===== config.mk =====
export PLATFORM = sky130hd
export DESIGN_NAME = grid_astar_path_search
export DESIGN_NICKNAME = d
export VERILOG_FILES = /design/src/hdl/gasp_pkg.sv /design/src/hdl/grid_astar_path_search.sv /design/src/hdl/gasp_ram.sv /design/src/hdl/gasp_alu.sv /design/src/hdl/gasp_core.sv
export SDC_FILE = /design/constraint.sdc
export NUM_CORES = 2
export LEC_CHECK = 0
export ABC_CLOCK_PERIOD_IN_PS = 11700
export BUFFER_PORTS_ARGS = -buffer_cell sky130_fd_sc_hd__buf_4
export CORE_ASPECT_RATIO = 1.1
export CORE_MARGIN = 1.5
export CORE_UTILIZATION = 60
export DETAILED_ROUTE_END_ITERATION = 7
export PLACE_DENSITY = 0.84
export SYNTH_ARGS = -nofsm -noshare
export SYNTH_HDL_FRONTEND = slang
export SYNTH_SLANG_ARGS = --single-unit

===== constraint.sdc =====
create_clock -name clk -period 11.7 [get_ports clk]
set_clock_uncertainty 0.05 [all_clocks]
set_input_delay 0.585 -clock clk [delete_from_list [all_inputs] [get_ports clk]]
set_output_delay 0.585 -clock clk [all_outputs]
set_load 0.05 [all_outputs]

===== src/hdl/gasp_pkg.sv =====
// ----------------------------------------------------------------------------
// gasp_pkg: shared types and constants of the grid path search block
// Request and result records, register indexes, reset values and the
// operation codes of the shared arithmetic unit.
// ----------------------------------------------------------------------------
`default_nettype none

package gasp_pkg;

  localparam int GRID_COLS_DEF = 8;
  localparam int GRID_ROWS_DEF = 8;

  localparam logic [7:0] STRAIGHT_RST = 8'd10;
  localparam logic [7:0] DIAG_RST     = 8'd14;

  localparam int          EMIT_MAX = 64;
  localparam logic [13:0] COST_MAX = 14'h3FFF;

  localparam logic REQ_WRITE  = 1'b0;
  localparam logic REQ_SEARCH = 1'b1;

  localparam logic CFG_STRAIGHT = 1'b0;
  localparam logic CFG_DIAG     = 1'b1;

  typedef enum logic {
    ALU_ADD,
    ALU_MUL
  } alu_op_t;

  typedef struct packed {
    logic       req_type;
    logic [2:0] cell_col;
    logic [2:0] cell_row;
    logic       cell_blocked;
    logic [2:0] goal_col;
    logic [2:0] goal_row;
  } cmd_t;

  typedef struct packed {
    logic        path_found;
    logic [2:0]  path_col;
    logic [2:0]  path_row;
    logic [13:0] path_cost;
    logic        last;
  } res_t;

endpackage

`default_nettype wire


===== src/hdl/grid_astar_path_search.sv =====
// ----------------------------------------------------------------------------
// grid_astar_path_search: A* path search on a grid with 8-neighbor moves
// Holds the step cost registers and the output register, and runs cell
// writes and path searches through the search sequencer.
//
//  channel  | direction | beat carries
//  ---------+-----------+------------------------------------------------
//  s_axis   | in        | one request: cell write or path search
//  m_axis   | out       | one path cell, or one no-path beat
//  cfg      | in        | one step cost register write
//
// A cell write is done in the idle state. A search sets up, then for each
// expanded cell checks each neighbor, expands and closes the cell, scans the
// open list for the least f, moves the open list entries down and loads the
// next cell. The trace back then follows the parents, and each path beat is
// read from memory and then waits for m_axis_tready.
// Reset clears the cell map at once; there is no clearing pass.
// s_axis_tready is low while a search runs or its result is being sent.
// ----------------------------------------------------------------------------
`default_nettype none

module grid_astar_path_search #(
  parameter int GRID_COLS = gasp_pkg::GRID_COLS_DEF,
  parameter int GRID_ROWS = gasp_pkg::GRID_ROWS_DEF
) (
  input  wire logic        clk,
  input  wire logic        rst,
  input  wire logic        s_axis_tvalid,
  output logic             s_axis_tready,
  // cell_col[2:0], cell_row[5:3], cell_blocked[6], goal_col[9:7], goal_row[12:10]
  input  wire logic [15:0] s_axis_tdata,
  // req_type[0]
  input  wire logic [0:0]  s_axis_tuser,
  output logic             m_axis_tvalid,
  input  wire logic        m_axis_tready,
  // path_col[2:0], path_row[5:3], path_cost[19:6]
  output logic      [23:0] m_axis_tdata,
  // path_found[0]
  output logic      [0:0]  m_axis_tuser,
  output logic             m_axis_tlast,
  input  wire logic        cfg_valid,
  output logic             cfg_ready,
  input  wire logic [0:0]  cfg_index,
  input  wire logic [7:0]  cfg_data
);

  logic [7:0]     straight_cost, diagonal_cost;
  gasp_pkg::cmd_t cmd;
  gasp_pkg::res_t res;
  logic           res_valid, res_ready;

  assign cmd.req_type     = s_axis_tuser[0];
  assign cmd.cell_col     = s_axis_tdata[2:0];
  assign cmd.cell_row     = s_axis_tdata[5:3];
  assign cmd.cell_blocked = s_axis_tdata[6];
  assign cmd.goal_col     = s_axis_tdata[9:7];
  assign cmd.goal_row     = s_axis_tdata[12:10];

  assign cfg_ready = 1'b1;

  always_ff @(posedge clk) begin
    if (rst) begin
      straight_cost <= gasp_pkg::STRAIGHT_RST;
      diagonal_cost <= gasp_pkg::DIAG_RST;
    end else if (cfg_valid) begin
      unique case (cfg_index[0])
        gasp_pkg::CFG_STRAIGHT: straight_cost <= cfg_data;
        gasp_pkg::CFG_DIAG:     diagonal_cost <= cfg_data;
        default: begin
        end
      endcase
    end
  end

  gasp_core #(
    .GRID_COLS (GRID_COLS),
    .GRID_ROWS (GRID_ROWS)
  ) u_core (
    .clk           (clk),
    .rst           (rst),
    .cmd_valid     (s_axis_tvalid),
    .cmd_ready     (s_axis_tready),
    .cmd           (cmd),
    .straight_cost (straight_cost),
    .diagonal_cost (diagonal_cost),
    .res_valid     (res_valid),
    .res_ready     (res_ready),
    .res           (res)
  );

  // Output register: the next beat loads while the current one is taken.
  assign res_ready = !m_axis_tvalid || m_axis_tready;

  always_ff @(posedge clk) begin
    if (rst) begin
      m_axis_tvalid <= 1'b0;
    end else if (res_ready) begin
      m_axis_tvalid <= res_valid;
    end
  end

  always_ff @(posedge clk) begin
    if (res_ready && res_valid) begin
      m_axis_tdata <= {4'd0, res.path_cost, res.path_row, res.path_col};
      m_axis_tuser <= res.path_found;
      m_axis_tlast <= res.last;
    end
  end

endmodule

`default_nettype wire


===== src/hdl/gasp_ram.sv =====
// ----------------------------------------------------------------------------
// gasp_ram: generic simple dual-port RAM
// One write port and one read port, read data registered.
// ----------------------------------------------------------------------------
`default_nettype none

module gasp_ram #(
  parameter int WIDTH = 8,
  parameter int DEPTH = 64
) (
  input  wire logic                     clk,
  input  wire logic                     we,
  input  wire logic [$clog2(DEPTH)-1:0] waddr,
  input  wire logic [WIDTH-1:0]         wdata,
  input  wire logic [$clog2(DEPTH)-1:0] raddr,
  output logic      [WIDTH-1:0]         rdata
);

  logic [WIDTH-1:0] mem [DEPTH];

  always_ff @(posedge clk) begin
    if (we) begin
      mem[waddr] <= wdata;
    end
    rdata <= mem[raddr];
  end

endmodule

`default_nettype wire


===== src/hdl/gasp_alu.sv =====
// ----------------------------------------------------------------------------
// gasp_alu: shared arithmetic unit
// Adds two operands or multiplies their low bytes; the result is registered.
// ----------------------------------------------------------------------------
`default_nettype none

module gasp_alu #(
  parameter int WIDTH = 16
) (
  input  wire logic              clk,
  input  gasp_pkg::alu_op_t      op,
  input  wire logic [WIDTH-1:0]  a,
  input  wire logic [WIDTH-1:0]  b,
  output logic      [WIDTH-1:0]  y
);

  logic [15:0] prod;

  assign prod = a[7:0] * b[7:0];

  always_ff @(posedge clk) begin
    unique case (op)
      gasp_pkg::ALU_ADD: y <= WIDTH'(a + b);
      gasp_pkg::ALU_MUL: y <= WIDTH'(prod);
      default:           y <= '0;
    endcase
  end

endmodule

`default_nettype wire


===== src/hdl/gasp_core.sv =====
// ----------------------------------------------------------------------------
// gasp_core: search sequencer
// Holds the cell flags and the cost, parent, open list and path memories,
// and walks one search through expansion, least-f scan, open list removal,
// parent trace and path output, using the shared arithmetic unit.
// ----------------------------------------------------------------------------
`default_nettype none

module gasp_core #(
  parameter int GRID_COLS = gasp_pkg::GRID_COLS_DEF,
  parameter int GRID_ROWS = gasp_pkg::GRID_ROWS_DEF
) (
  input  wire logic        clk,
  input  wire logic        rst,
  input  wire logic        cmd_valid,
  output logic             cmd_ready,
  input  gasp_pkg::cmd_t   cmd,
  input  wire logic [7:0]  straight_cost,
  input  wire logic [7:0]  diagonal_cost,
  output logic             res_valid,
  input  wire logic        res_ready,
  output gasp_pkg::res_t   res
);

  localparam int CB     = $clog2(GRID_COLS);
  localparam int RB     = $clog2(GRID_ROWS);
  localparam int CW     = CB + RB;
  localparam int DEPTH  = 2 ** CW;
  localparam int NCELLS = GRID_COLS * GRID_ROWS;
  localparam int GW     = $clog2(NCELLS * 255 + 1);
  localparam int FW     = $clog2(NCELLS * 255 + 130 * 255 + 1);

  typedef enum logic [4:0] {
    S_IDLE, S_INIT_H, S_INIT_W, S_EXPAND,
    S_NB_POS, S_NB_CHK1, S_NB_CHK2, S_NB_CHK3, S_NB_H, S_NB_F, S_NB_UPD, S_NB_NEXT,
    S_CLOSE, S_SCAN, S_SH_RD, S_SH_WR, S_SEL, S_SEL2,
    S_TR_PUSH, S_TR_RD, S_EM_RD1, S_EM_RD2, S_EM_RD3, S_EM_OUT, S_NOPATH
  } state_t;

  state_t state;

  logic [DEPTH-1:0] blocked_map, open_mark, closed_mark;

  logic [CB-1:0] start_c, goal_c, cur_c, nb_c, nb_c_calc, in_c, in_gc;
  logic [RB-1:0] start_r, goal_r, cur_r, nb_r, nb_r_calc, in_r, in_gr;
  logic [CB+2:0] in_c_w, in_gc_w;
  logic [RB+2:0] in_r_w, in_gr_w;
  logic          in_range, goal_in_range;
  logic [1:0]    dr, dc;
  logic          pos_ok, nb_last, diag_step;
  logic [CW-1:0] nb, cur, start_cell, goal_cell, blk_addr;
  logic          blk_bit;

  logic [GW-1:0] g_cur, g_new, g_old, g_emit;
  logic [CW:0]   open_count, scan_idx, shift_idx, path_n;
  logic [CW+1:0] guard;
  logic [CW+8:0] n1_w, stk_ptr_w;

  logic          p1_v, p2_v;
  logic [CW-1:0] p1_idx, p2_idx, p2_cell, best_idx, best_cell;
  logic [FW-1:0] best_f;
  logic [CW-1:0] trace_k, emit_cell;
  logic [6:0]    emit_i, emit_cnt;
  logic          emit_last;
  logic [CB+2:0] out_c_w;
  logic [RB+2:0] out_r_w;
  logic [GW+13:0] g_emit_w;

  gasp_pkg::alu_op_t alu_op;
  logic [FW-1:0]     alu_a, alu_b, alu_y;

  logic          g_we, f_we, par_we, ord_we, stk_we;
  logic [CW-1:0] g_raddr, ord_waddr, ord_raddr, ord_wdata, ord_rdata;
  logic [CW-1:0] par_rdata, stk_raddr, stk_rdata;
  logic [GW-1:0] g_rdata;
  logic [FW-1:0] f_rdata;

  function automatic logic [7:0] manh(input logic [CB-1:0] ac, input logic [CB-1:0] bc,
                                      input logic [RB-1:0] ar, input logic [RB-1:0] br);
    logic [7:0] dcol, drow;
    dcol = (ac > bc) ? 8'(ac - bc) : 8'(bc - ac);
    drow = (ar > br) ? 8'(ar - br) : 8'(br - ar);
    return dcol + drow;
  endfunction

  // Request coordinates, range checked before narrowing to the grid width.
  assign in_c_w   = {{CB{1'b0}}, cmd.cell_col};
  assign in_r_w   = {{RB{1'b0}}, cmd.cell_row};
  assign in_gc_w  = {{CB{1'b0}}, cmd.goal_col};
  assign in_gr_w  = {{RB{1'b0}}, cmd.goal_row};
  assign in_c     = in_c_w[CB-1:0];
  assign in_r     = in_r_w[RB-1:0];
  assign in_gc    = in_gc_w[CB-1:0];
  assign in_gr    = in_gr_w[RB-1:0];
  assign in_range = (in_c_w < (CB+3)'(GRID_COLS)) && (in_r_w < (RB+3)'(GRID_ROWS));
  assign goal_in_range = (in_gc_w < (CB+3)'(GRID_COLS)) && (in_gr_w < (RB+3)'(GRID_ROWS));

  assign cur        = {cur_c, cur_r};
  assign nb         = {nb_c, nb_r};
  assign start_cell = {start_c, start_r};
  assign goal_cell  = {goal_c, goal_r};

  // Neighbor window: dr and dc step 0..2 for offsets -1..+1, rows outermost.
  assign nb_c_calc = (dc == 2'd0) ? cur_c - CB'(1) : (dc == 2'd2) ? cur_c + CB'(1) : cur_c;
  assign nb_r_calc = (dr == 2'd0) ? cur_r - RB'(1) : (dr == 2'd2) ? cur_r + RB'(1) : cur_r;
  assign pos_ok = !(dc == 2'd0 && cur_c == '0) &&
                  !(dc == 2'd2 && cur_c == CB'(GRID_COLS - 1)) &&
                  !(dr == 2'd0 && cur_r == '0) &&
                  !(dr == 2'd2 && cur_r == RB'(GRID_ROWS - 1)) &&
                  !(dr == 2'd1 && dc == 2'd1);
  assign nb_last   = (dr == 2'd2) && (dc == 2'd2);
  assign diag_step = (dr != 2'd1) && (dc != 2'd1);

  always_comb begin
    unique case (state)
      S_NB_CHK2: blk_addr = {nb_c, cur_r};
      S_NB_CHK3: blk_addr = {cur_c, nb_r};
      default:   blk_addr = nb;
    endcase
  end
  assign blk_bit = blocked_map[blk_addr];

  // Shared unit operand selection.
  always_comb begin
    alu_op = gasp_pkg::ALU_ADD;
    alu_a  = '0;
    alu_b  = '0;
    unique case (state)
      S_INIT_H: begin
        alu_op = gasp_pkg::ALU_MUL;
        alu_a  = FW'(manh(start_c, goal_c, start_r, goal_r));
        alu_b  = FW'(straight_cost);
      end
      S_NB_CHK3: begin
        alu_a = FW'(g_cur);
        alu_b = FW'(diag_step ? diagonal_cost : straight_cost);
      end
      S_NB_H: begin
        alu_op = gasp_pkg::ALU_MUL;
        alu_a  = FW'(manh(nb_c, goal_c, nb_r, goal_r));
        alu_b  = FW'(straight_cost);
      end
      S_NB_F: begin
        alu_a = FW'(g_new);
        alu_b = alu_y;
      end
      default: begin
      end
    endcase
  end

  gasp_alu #(.WIDTH(FW)) u_alu (
    .clk (clk),
    .op  (alu_op),
    .a   (alu_a),
    .b   (alu_b),
    .y   (alu_y)
  );

  // Memory write enables and read addresses.
  always_comb begin
    g_we      = 1'b0;
    ord_we    = 1'b0;
    ord_waddr = open_count[CW-1:0];
    ord_wdata = nb;
    stk_we    = 1'b0;
    unique case (state)
      S_INIT_W: g_we = 1'b1;
      S_NB_UPD: begin
        if (open_mark[nb]) begin
          g_we = (g_old > g_new);
        end else if (open_count < (CW+1)'(NCELLS)) begin
          g_we   = 1'b1;
          ord_we = 1'b1;
        end
      end
      S_SH_WR: begin
        ord_we    = 1'b1;
        ord_waddr = shift_idx[CW-1:0];
        ord_wdata = ord_rdata;
      end
      S_TR_PUSH: stk_we = 1'b1;
      default: begin
      end
    endcase
  end
  assign f_we   = g_we;
  assign par_we = g_we;

  always_comb begin
    unique case (state)
      S_SEL:    g_raddr = cur;
      S_EM_RD2: g_raddr = stk_rdata;
      default:  g_raddr = nb;
    endcase
  end

  assign ord_raddr = (state == S_SCAN) ? scan_idx[CW-1:0] : CW'(shift_idx + 1'b1);
  assign stk_ptr_w = (CW+9)'(path_n) - (CW+9)'(1) - (CW+9)'(emit_i);
  assign stk_raddr = stk_ptr_w[CW-1:0];

  gasp_ram #(.WIDTH(GW), .DEPTH(DEPTH)) u_g_ram (
    .clk (clk), .we (g_we), .waddr ((state == S_INIT_W) ? start_cell : nb),
    .wdata ((state == S_INIT_W) ? '0 : g_new), .raddr (g_raddr), .rdata (g_rdata)
  );

  gasp_ram #(.WIDTH(FW), .DEPTH(DEPTH)) u_f_ram (
    .clk (clk), .we (f_we), .waddr ((state == S_INIT_W) ? start_cell : nb),
    .wdata (alu_y), .raddr (ord_rdata), .rdata (f_rdata)
  );

  gasp_ram #(.WIDTH(CW), .DEPTH(DEPTH)) u_par_ram (
    .clk (clk), .we (par_we), .waddr ((state == S_INIT_W) ? start_cell : nb),
    .wdata (cur), .raddr (trace_k), .rdata (par_rdata)
  );

  gasp_ram #(.WIDTH(CW), .DEPTH(DEPTH)) u_ord_ram (
    .clk (clk), .we (ord_we), .waddr (ord_waddr),
    .wdata (ord_wdata), .raddr (ord_raddr), .rdata (ord_rdata)
  );

  gasp_ram #(.WIDTH(CW), .DEPTH(DEPTH)) u_stk_ram (
    .clk (clk), .we (stk_we), .waddr (path_n[CW-1:0]),
    .wdata (trace_k), .raddr (stk_raddr), .rdata (stk_rdata)
  );

  assign n1_w      = (CW+9)'(path_n) + (CW+9)'(1);
  assign emit_last = ((emit_i + 7'd1) == emit_cnt);

  always_ff @(posedge clk) begin
    if (rst) begin
      state       <= S_IDLE;
      blocked_map <= '0;
      open_mark   <= '0;
      closed_mark <= '0;
      open_count  <= '0;
      p1_v        <= 1'b0;
      p2_v        <= 1'b0;
    end else begin
      unique case (state)
        S_IDLE: begin
          if (cmd_valid) begin
            if (cmd.req_type == gasp_pkg::REQ_WRITE) begin
              if (in_range) begin
                blocked_map[{in_c, in_r}] <= cmd.cell_blocked;
              end
            end else if (!in_range || !goal_in_range) begin
              state <= S_NOPATH;
            end else begin
              start_c     <= in_c;
              start_r     <= in_r;
              cur_c       <= in_c;
              cur_r       <= in_r;
              goal_c      <= in_gc;
              goal_r      <= in_gr;
              open_mark   <= '0;
              closed_mark <= '0;
              open_count  <= '0;
              g_cur       <= '0;
              guard       <= '0;
              state       <= S_INIT_H;
            end
          end
        end
        S_INIT_H: state <= S_INIT_W;
        S_INIT_W: state <= S_EXPAND;
        S_EXPAND: begin
          if (cur == goal_cell) begin
            path_n  <= '0;
            trace_k <= cur;
            state   <= S_TR_PUSH;
          end else if (guard == (CW+2)'(NCELLS)) begin
            state <= S_NOPATH;
          end else begin
            guard <= guard + 1'b1;
            dr    <= 2'd0;
            dc    <= 2'd0;
            state <= S_NB_POS;
          end
        end
        S_NB_POS: begin
          nb_c  <= nb_c_calc;
          nb_r  <= nb_r_calc;
          state <= pos_ok ? S_NB_CHK1 : S_NB_NEXT;
        end
        S_NB_CHK1: state <= (blk_bit || closed_mark[nb]) ? S_NB_NEXT : S_NB_CHK2;
        S_NB_CHK2: state <= blk_bit ? S_NB_NEXT : S_NB_CHK3;
        S_NB_CHK3: state <= blk_bit ? S_NB_NEXT : S_NB_H;
        S_NB_H: begin
          g_new <= alu_y[GW-1:0];
          g_old <= g_rdata;
          state <= S_NB_F;
        end
        S_NB_F: state <= S_NB_UPD;
        S_NB_UPD: begin
          if (!open_mark[nb] && open_count < (CW+1)'(NCELLS)) begin
            open_mark[nb] <= 1'b1;
            open_count    <= open_count + 1'b1;
          end
          state <= S_NB_NEXT;
        end
        S_NB_NEXT: begin
          if (nb_last) begin
            state <= S_CLOSE;
          end else begin
            if (dc == 2'd2) begin
              dc <= 2'd0;
              dr <= dr + 2'd1;
            end else begin
              dc <= dc + 2'd1;
            end
            state <= S_NB_POS;
          end
        end
        S_CLOSE: begin
          closed_mark[cur] <= 1'b1;
          open_mark[cur]   <= 1'b0;
          scan_idx         <= '0;
          p1_v             <= 1'b0;
          p2_v             <= 1'b0;
          state            <= (open_count == '0) ? S_NOPATH : S_SCAN;
        end
        S_SCAN: begin
          // Three-deep walk: open list slot, then its f, then the compare.
          p1_v    <= (scan_idx < open_count);
          p1_idx  <= scan_idx[CW-1:0];
          if (scan_idx < open_count) begin
            scan_idx <= scan_idx + 1'b1;
          end
          p2_v    <= p1_v;
          p2_idx  <= p1_idx;
          p2_cell <= ord_rdata;
          if (p2_v && (p2_idx == '0 || f_rdata < best_f)) begin
            best_f    <= f_rdata;
            best_idx  <= p2_idx;
            best_cell <= p2_cell;
          end
          if (scan_idx == open_count && !p1_v && !p2_v) begin
            shift_idx <= {1'b0, best_idx};
            state     <= S_SH_RD;
          end
        end
        S_SH_RD: begin
          if ((shift_idx + 1'b1) < open_count) begin
            state <= S_SH_WR;
          end else begin
            open_count <= open_count - 1'b1;
            cur_c      <= best_cell[CW-1:RB];
            cur_r      <= best_cell[RB-1:0];
            state      <= S_SEL;
          end
        end
        S_SH_WR: begin
          shift_idx <= shift_idx + 1'b1;
          state     <= S_SH_RD;
        end
        S_SEL:  state <= S_SEL2;
        S_SEL2: begin
          g_cur <= g_rdata;
          state <= S_EXPAND;
        end
        S_TR_PUSH: begin
          path_n <= path_n + 1'b1;
          if (trace_k == start_cell || n1_w >= (CW+9)'(NCELLS)) begin
            emit_cnt <= (n1_w > (CW+9)'(gasp_pkg::EMIT_MAX)) ?
                        7'(gasp_pkg::EMIT_MAX) : n1_w[6:0];
            emit_i   <= '0;
            state    <= S_EM_RD1;
          end else begin
            state <= S_TR_RD;
          end
        end
        S_TR_RD: begin
          trace_k <= par_rdata;
          state   <= S_TR_PUSH;
        end
        S_EM_RD1: state <= S_EM_RD2;
        S_EM_RD2: begin
          emit_cell <= stk_rdata;
          state     <= S_EM_RD3;
        end
        S_EM_RD3: begin
          g_emit <= (emit_i == '0) ? '0 : g_rdata;
          state  <= S_EM_OUT;
        end
        S_EM_OUT: begin
          if (res_ready) begin
            emit_i <= emit_i + 7'd1;
            state  <= emit_last ? S_IDLE : S_EM_RD1;
          end
        end
        S_NOPATH: begin
          if (res_ready) begin
            state <= S_IDLE;
          end
        end
        default: state <= S_IDLE;
      endcase
    end
  end

  assign cmd_ready = (state == S_IDLE);
  assign res_valid = (state == S_EM_OUT) || (state == S_NOPATH);

  assign out_c_w  = {3'b000, emit_cell[CW-1:RB]};
  assign out_r_w  = {3'b000, emit_cell[RB-1:0]};
  assign g_emit_w = {14'd0, g_emit};

  always_comb begin
    if (state == S_NOPATH) begin
      res = '{path_found: 1'b0, path_col: 3'd0, path_row: 3'd0,
              path_cost: 14'd0, last: 1'b1};
    end else begin
      res.path_found = 1'b1;
      res.path_col   = out_c_w[2:0];
      res.path_row   = out_r_w[2:0];
      res.path_cost  = (g_emit_w > (GW+14)'(gasp_pkg::COST_MAX)) ?
                       gasp_pkg::COST_MAX : g_emit_w[13:0];
      res.last       = emit_last;
    end
  end

`ifndef ASSERT_OFF
  a_open_bound: assert property (@(posedge clk) disable iff (rst)
    open_count <= (CW+1)'(NCELLS))
    else $error("open list count beyond grid size");

  a_nopath_last: assert property (@(posedge clk) disable iff (rst)
    (res_valid && !res.path_found) |-> res.last)
    else $error("no-path beat without last");

  a_write_one_cycle: assert property (@(posedge clk) disable iff (rst)
    (cmd_valid && cmd_ready && cmd.req_type == gasp_pkg::REQ_WRITE) |=> cmd_ready)
    else $error("cell write left the sequencer busy");

  a_emit_bound: assert property (@(posedge clk) disable iff (rst)
    (state == S_EM_OUT) |-> (emit_i < emit_cnt && emit_cnt <= 7'(gasp_pkg::EMIT_MAX)))
    else $error("path output index out of range");
`endif

endmodule

`default_nettype wire


======== Word level (Yosys, flattened, before mapping) ========
Memory sizes are Yosys's and may differ from the RTL's. A register that Yosys moved wholly into a read port is not among the register bits.
Index checks and enable logic that the tools add are counted.
cells by class
  add/sub/neg operators ................... 27
  multipliers ............................. 1
  magnitude comparators ................... 23
  equality and inequality tests ........... 52
  muxes and demuxes ....................... 118
  bitwise gates (word level) .............. 9
  reduce and logical (&&, ||, !) cells .... 85
operator list
  kind                   count
  $mux W64               4
  $pmux W64 S3           1
  $or A64 B64 Y64        2
  $pmux W64 S2           1
  $pmux W5 S24           1
  $mux W8                10
  $mux W14               5
  $mux W7                10
  $and A64 B64 Y64       1
  $bwmux W64             1
  $not A64 Y64           1
  $pmux W14 S4           1
  $pmux W7 S2            4
  $mux W5                11
  $pmux W16 S3           1
  $eq A5 B5 Y1 const B   9
  $eq A5 B4 Y1 const B   8
  $mux W3                13
  $pmux W6 S2            3
  $add A7 B1 Y7 const B  5
  $pmux W16 S2           1
  $sub A3 B3 Y4          8
  $mux W6                5
  $lt A6 B7 Y1 const B   4
  other kinds (62)       205
storage, ports and cells
  register bits after elaboration ......... 446
  memory bits (writable) .................. 3072
  bits of input ports ..................... 31
  output and inout bits ................... 29
  word-level logic and storage cells ...... 362
  memories kept ........................... 5
memories
  memory                depth  bits a word  rd ports  clocked after Yosys merged registers in  write ports  line            source
  u_core.u_f_ram.mem    64     16           1         1                                        1            gasp_ram.sv:19  logic [WIDTH-1:0] mem [DEPTH];
  u_core.u_g_ram.mem    64     14           1         1                                        1            gasp_ram.sv:19
  u_core.u_ord_ram.mem  64     6            1         1                                        1            gasp_ram.sv:19
  u_core.u_par_ram.mem  64     6            1         1                                        1            gasp_ram.sv:19
  u_core.u_stk_ram.mem  64     6            1         1                                        1            gasp_ram.sv:19

======== Logic depth before layout (Yosys ltp) ========
  depth in word-level cells ............... 9
  depth in mapped cells ................... 39
  gate-level depth less buffers ........... 36

======== Hierarchy ========
Synthesis repeated with hierarchy kept, for this count alone.
second synthesis, totals
  cells, all modules ...................... 8286
  area total of the unflattened synthesis .. 146623.1 µm²
modules (own cells, without submodules)
  module                            instances  cells an instance  area each (µm²)  seq. area each (µm²)
  gasp_ram at u_core.u_ord_ram ...  3          720                15225.9          11651.2
  gasp_ram at u_core.u_f_ram        1          1830               40092.2          31069.8
  gasp_ram at u_core.u_g_ram        1          1550               34958.5          27186.1
  gasp_core                         1          2286               21311.7          9679.3
  gasp_alu                          1          362                3163.0           320.3
  grid_astar_path_search            1          98                 1420.1           1001.0

======== Worst setup path after synthesis ========
Ideal clock, no wire load.
  kind .................................... flip-flop to flip-flop
  start point ............................. register u_core.nb_r[0]
  end point ............................... register u_core.u_alu.y[15]
  setup time .............................. 0.117 ns
  arrival ................................. 8.135 ns
  data required time ...................... 11.533 ns
  slack ................................... 3.398 ns
  cell stages (with the launch flop) ...... 34
  period minus slack after synthesis ...... 8.302 ns
  cells stage by stage .................... edfxtp_1 -> buf_4 -> buf_6 -> inv_1 -> clkbuf_1 -> ha_1 -> inv_1 -> fa_1 -> inv_1 -> fa_1 -> a31oi_1 -> mux2_2 -> ha_1 -> a21o_1 -> a21o_1 -> fa_1 -> a221oi_1 -> nor2_1 -> fa_1 -> fa_1 -> inv_1 -> fa_1 -> fa_1 -> inv_1 -> ha_1 -> o21ai_0 -> a21oi_1 -> o21ai_0 -> a21oi_1 -> a211o_1 -> a21o_1 -> a21oi_1 -> xnor2_1 -> a22o_1
on the way
  cells in the longest elaborated chain, start to end .. 6
  elaborated cells between the ends (all ways) .. 9
  classes of those cells .................. 4 x add/sub; 1 x mul; 1 x order compare; 3 x mux
ends and longest elaborated chain
  element                                                    line                            source
  start, declared                                            gasp_core.sv:45                 logic [RB-1:0] start_r, goal_r, cur_r, nb_r, nb_r_calc, in_r, in_gr;
  start signal, assigned                                     gasp_core.sv:283                nb_r <= nb_r_calc;
  $sub A3 B3 Y4 / $gt A3 B3 Y1 (equally long branches)       gasp_core.sv:82                 drow = (ar > br) ? 8'(ar - br) : 8'(br - ar);
  $mux W8 *                                                  gasp_core.sv:82
  $add A8 B8 Y8 *                                            gasp_core.sv:83                 return dcol + drow;
  $pmux W14 S4 *                                             gasp_core.sv:128                unique case (state)
  $mul A8 B8 Y16 / $add A16 B16 Y16 (equally long branches)  gasp_alu.sv:19, gasp_alu.sv:23
  $pmux W16 S2 *                                             gasp_alu.sv:22                  unique case (op)
  end signal, assigned                                       gasp_alu.sv:23                  gasp_pkg::ALU_ADD: y <= WIDTH'(a + b);
  end signal, assigned                                       gasp_alu.sv:24                  gasp_pkg::ALU_MUL: y <= WIDTH'(prod);
  end, declared                                              gasp_alu.sv:14                  output logic [WIDTH-1:0] y
Mark *: on every way between the ends. The rest lies on a longest branch, timed or not.
A chain may end at the register's enable or synchronous reset.

======== Worst setup path after layout ========
  start point ............................. register u_core.nb_c[2]
  end point ............................... register u_core.u_alu.y[12]
on the way
  cells in the longest elaborated chain, start to end .. 6
  elaborated cells between the ends (all ways) .. 9
  classes of those cells .................. 4 x add/sub; 1 x mul; 1 x order compare; 3 x mux
ends and longest elaborated chain
  element                                                    line                            source
  start, declared                                            gasp_core.sv:44                 logic [CB-1:0] start_c, goal_c, cur_c, nb_c, nb_c_calc, in_c, in_gc;
  start signal, assigned                                     gasp_core.sv:282                nb_c <= nb_c_calc;
  $sub A3 B3 Y4 / $gt A3 B3 Y1 (equally long branches)       gasp_core.sv:81                 dcol = (ac > bc) ? 8'(ac - bc) : 8'(bc - ac);
  $mux W8 *                                                  gasp_core.sv:81
  $add A8 B8 Y8 *                                            gasp_core.sv:83
  $pmux W14 S4 *                                             gasp_core.sv:128
  $mul A8 B8 Y16 / $add A16 B16 Y16 (equally long branches)  gasp_alu.sv:19, gasp_alu.sv:23
  $pmux W16 S2 *                                             gasp_alu.sv:22
Marks and branches as above.

==> results.toml <==
[placement]
dp_hpwl_mm = 220.7
gp_congestion = 0.9145
placed_area_sq_um = 150800
place_inst = 12010
port_buffers = 51
pre_cts_slack_ns = 2.452

[clock_tree]
cts-resized-gates = 0
cts_root_buf = "clkbuf_16"
path_clk_slew_ns = 0.06
post_cts_buffers = 0
clk_path_buf_depth = 4
cts_tree = "built"
clock_latency_ns = 1.04
h-tree-depth = 5
numCtsBuffers = 347
clock_sinks = 3566

[global_routing]
grt_pass1_wl_mm = 602.5
grt_pass1_vias = 88840
grt_antenna_before_repair = 23
grt_max_degree = 253
grt_usage_pct = 33.70
grt_overflow = 0

[synthesis]
synth_top_area_cell = "edfxtp_1"
synth_cell_types = 84
synth.avg_cell_area_sq_um = 16.08
synth_seq_cells = 3566
synth_edf_count = 3279
ys_top_cells_by_area = "edfxtp_1 67%, mux4_2 9.4%, dfxtp_1 3.9%"
synth-warning-count = 0
syn_area_sq_um = 146300
yosys_most_used_dff = "edfxtp_1"
synth_top_area_share_pct = 67.32
seq_area_frac_synth_pct = 71.25
synthCells = 9094
synthArstFlopShare_pct = 0

[hold_path]
hold_path_class = "input port to flip-flop"
min_from = "cfg_valid"
min_to = "straight_cost[6]$_SDFFE_PP0P_"
min_path_cells = 4

[pwr]
powerDensity_nw_per_um2 = 157.6
cellLeakagePower_nw = 52.57
power.total_mw = 25.56
irDropWorstVdd_uv = 131.7

[routing]
wl_met1_mm = 137.4
wl_met2_mm = 197.8
drtPass1Iterations = 8
drt.antenna.violating_nets = 0
num_vias = 89750
route.met3.wl_mm = 51.93
viasPerCell = 7.083
drc = 0
wire_per_inst_um = 33.00
totalWireLength_mm = 418.1
drt-initial-drc-count = 15220
topRoutingLayerUsed = "met5"

[worst_setup_path]
cp_slowest_cell = "edfxtp_1"
path_class = "flip-flop to flip-flop"
worstPathArrival_ns = 10.22
r2r-start = "u_core.nb_c[2]$_DFFE_PP_"
crit_path_max_incr_delay_ns = 0.81
critical_path_required_ns = 12.47
r2r_end = "u_core.u_alu.y[12]$_DFF_P_"
end_kind = "flip-flop"
worst-path-max-fanout = 14
start_kind = "flip-flop"
ff2ff_setup_slack_ns = 2.25
worstRegToRegCells = 30

[sta]
max_freq_ghz = 0.1059
setup_violations = 0
timing.final.crit_share_pct = 80.74
tightest_slew_ns = 1.466
final.min_clock_period_ns = 9.446
maxSlewViolCount = 0
fin_tns_setup_ns = 0
fin_worst_hold_slack_ns = 0.1133
rsz0062_at_grt = "no"
hold_viol = 0
fin_ws_ns = 2.254
slew-limit-headroom_pct = 2.046

[floorplan]
fp.dieH_um = 520.8
rows = 189
start_util_pct = 60.52
die_area_sq_um = 246700
chipWidth_um = 473.7
core_area_sq_um = 241700
io_pins = 60

[layout]
area.growth.synth_to_final_pct = 10.93
seqCellArea_sq_um = 104200
multiInputGateArea_sq_um = 39890
layout_commonest_cell = "edfxtp_1"
drive_gt1_share_pct = 16.36
fin_cells = 12670
nFillCells = 14530
final_cell_mix = "3279 x edfxtp_1, 942 x nand2_1, 608 x mux4_2, 507 x a211oi_1, 413 x nor2_1"
fin_util_pct = 67.13
nets = 9377
finalInstanceArea_sq_um = 162200

[run_status]
status = "completed"

[run]
cap_viol_max_count = 0
[registers in the layout, summed over array words and instances (netlist names), 8 cells and up]
signal / cells
u_core.u_alu.y: 16
u_core.g_emit: 14
u_core.u_g_ram.mem: 896
u_core.u_f_ram.mem: 1024
u_core.u_f_ram.rdata: 16
m_axis_tdata: 20
u_core.g_cur: 14
u_core.guard: 8
u_core.u_ord_ram.mem: 384
u_core.blocked_map: 64
u_core.closed_mark: 64
u_core.open_mark: 64
u_core.u_stk_ram.mem: 384
u_core.g_new: 14
diagonal_cost: 8
u_core.best_f: 16
straight_cost: 8
u_core.u_par_ram.mem: 384
u_core.g_old: 14
u_core.u_g_ram.rdata: 14
[area by class of cell]
cell class,instances,share of cell area [%]
Multi-Input combinational cell,4768,24.59
Clock inverter,186,1.178
Sequential cell,3566,64.26
Clock buffer,432,5.677
Tap cell,3247,2.504
Antenna cell,19,0.02931
Inverter,188,0.4350
Timing Repair Buffer,265,1.330
[per-layer routing]
metal  global-route usage, %  vias up
li1                        -    35630
met4                   21.07       22
met2                   52.98     7729
met3                   8.551     1659
met1                   42.22    44710
met5                  0.1938        -
[timing repair]
item                       4_1_cts  5_1_grt
hold endpoints to repair        30        0
setup endpoints to repair        0        0
hold buffers                    22        0
[Yosys cell counts, drive strengths merged (33+ instances only)]
| library cell | instances |
|---|---|
| clkbuf | 421 |
| nand2 | 944 |
| a21oi | 414 |
| nor3 | 68 |
| mux4 | 608 |
| nor2b | 41 |
| edfxtp | 3279 |
| dfxtp | 287 |
| and2 | 368 |
| inv | 186 |
| a211oi | 507 |
| o21ai | 174 |
| a31oi | 171 |
| xnor2 | 43 |
| xor2 | 39 |
| mux2i | 33 |
| a311oi | 160 |
| buf | 154 |
| nand3 | 96 |
| fa | 55 |
| and3 | 37 |
| nor2 | 482 |
| ha | 155 |
[where the power goes]
part	switching (mW)	internal (mW)
registers	0.0700	13.9
clock network	4.81	6.42
logic	0.282	0.0814
[worst max-delay path: cells and delay by family, from the launching register on]
kind / cells / cell delay [ns]
adder cells (fa/ha/maj): 8 / 3.34
AO/OA/AOI/OAI: 11 / 3.07
buffers and inverters: 6 / 1.10
flip-flops: 1 / 0.81
AND/OR/NAND/NOR: 4 / 0.73
XOR/XNOR: 1 / 0.16
[cell families after synthesis]
kind of cell / count (synthesis) / synth area share (%)
DFF: 3566 / 71.25
and+or+nand+nor: 2169 / 6.822
AOI/OAI and AO/OA: 1631 / 7.494
buffers and inverters: 763 / 2.036
muxes: 671 / 9.819
adders and majority gates: 210 / 2.079
xor gates and xnor gates: 82 / 0.4911
other: 2 / 0.005135
[worst max-delay path by stage]
stage | startpoint | slack, ns | cells past startpoint | endpoint
global placement | u_core.nb_r[1]$_DFFE_PP_ | 2.42 | 32 | u_core.u_alu.y[15]$_DFF_P_
floorplan | u_core.nb_r[0]$_DFFE_PP_ | 3.40 | 33 | u_core.u_alu.y[15]$_DFF_P_
CTS | u_core.nb_c[2]$_DFFE_PP_ | 2.33 | 30 | u_core.u_alu.y[12]$_DFF_P_
detailed placement | u_core.nb_c[2]$_DFFE_PP_ | 2.45 | 31 | u_core.u_alu.y[15]$_DFF_P_
global route | u_core.nb_c[2]$_DFFE_PP_ | 1.79 | 30 | u_core.u_alu.y[12]$_DFF_P_
finish | u_core.nb_c[2]$_DFFE_PP_ | 2.25 | 30 | u_core.u_alu.y[12]$_DFF_P_
Power figures use the tool's default switching activity.
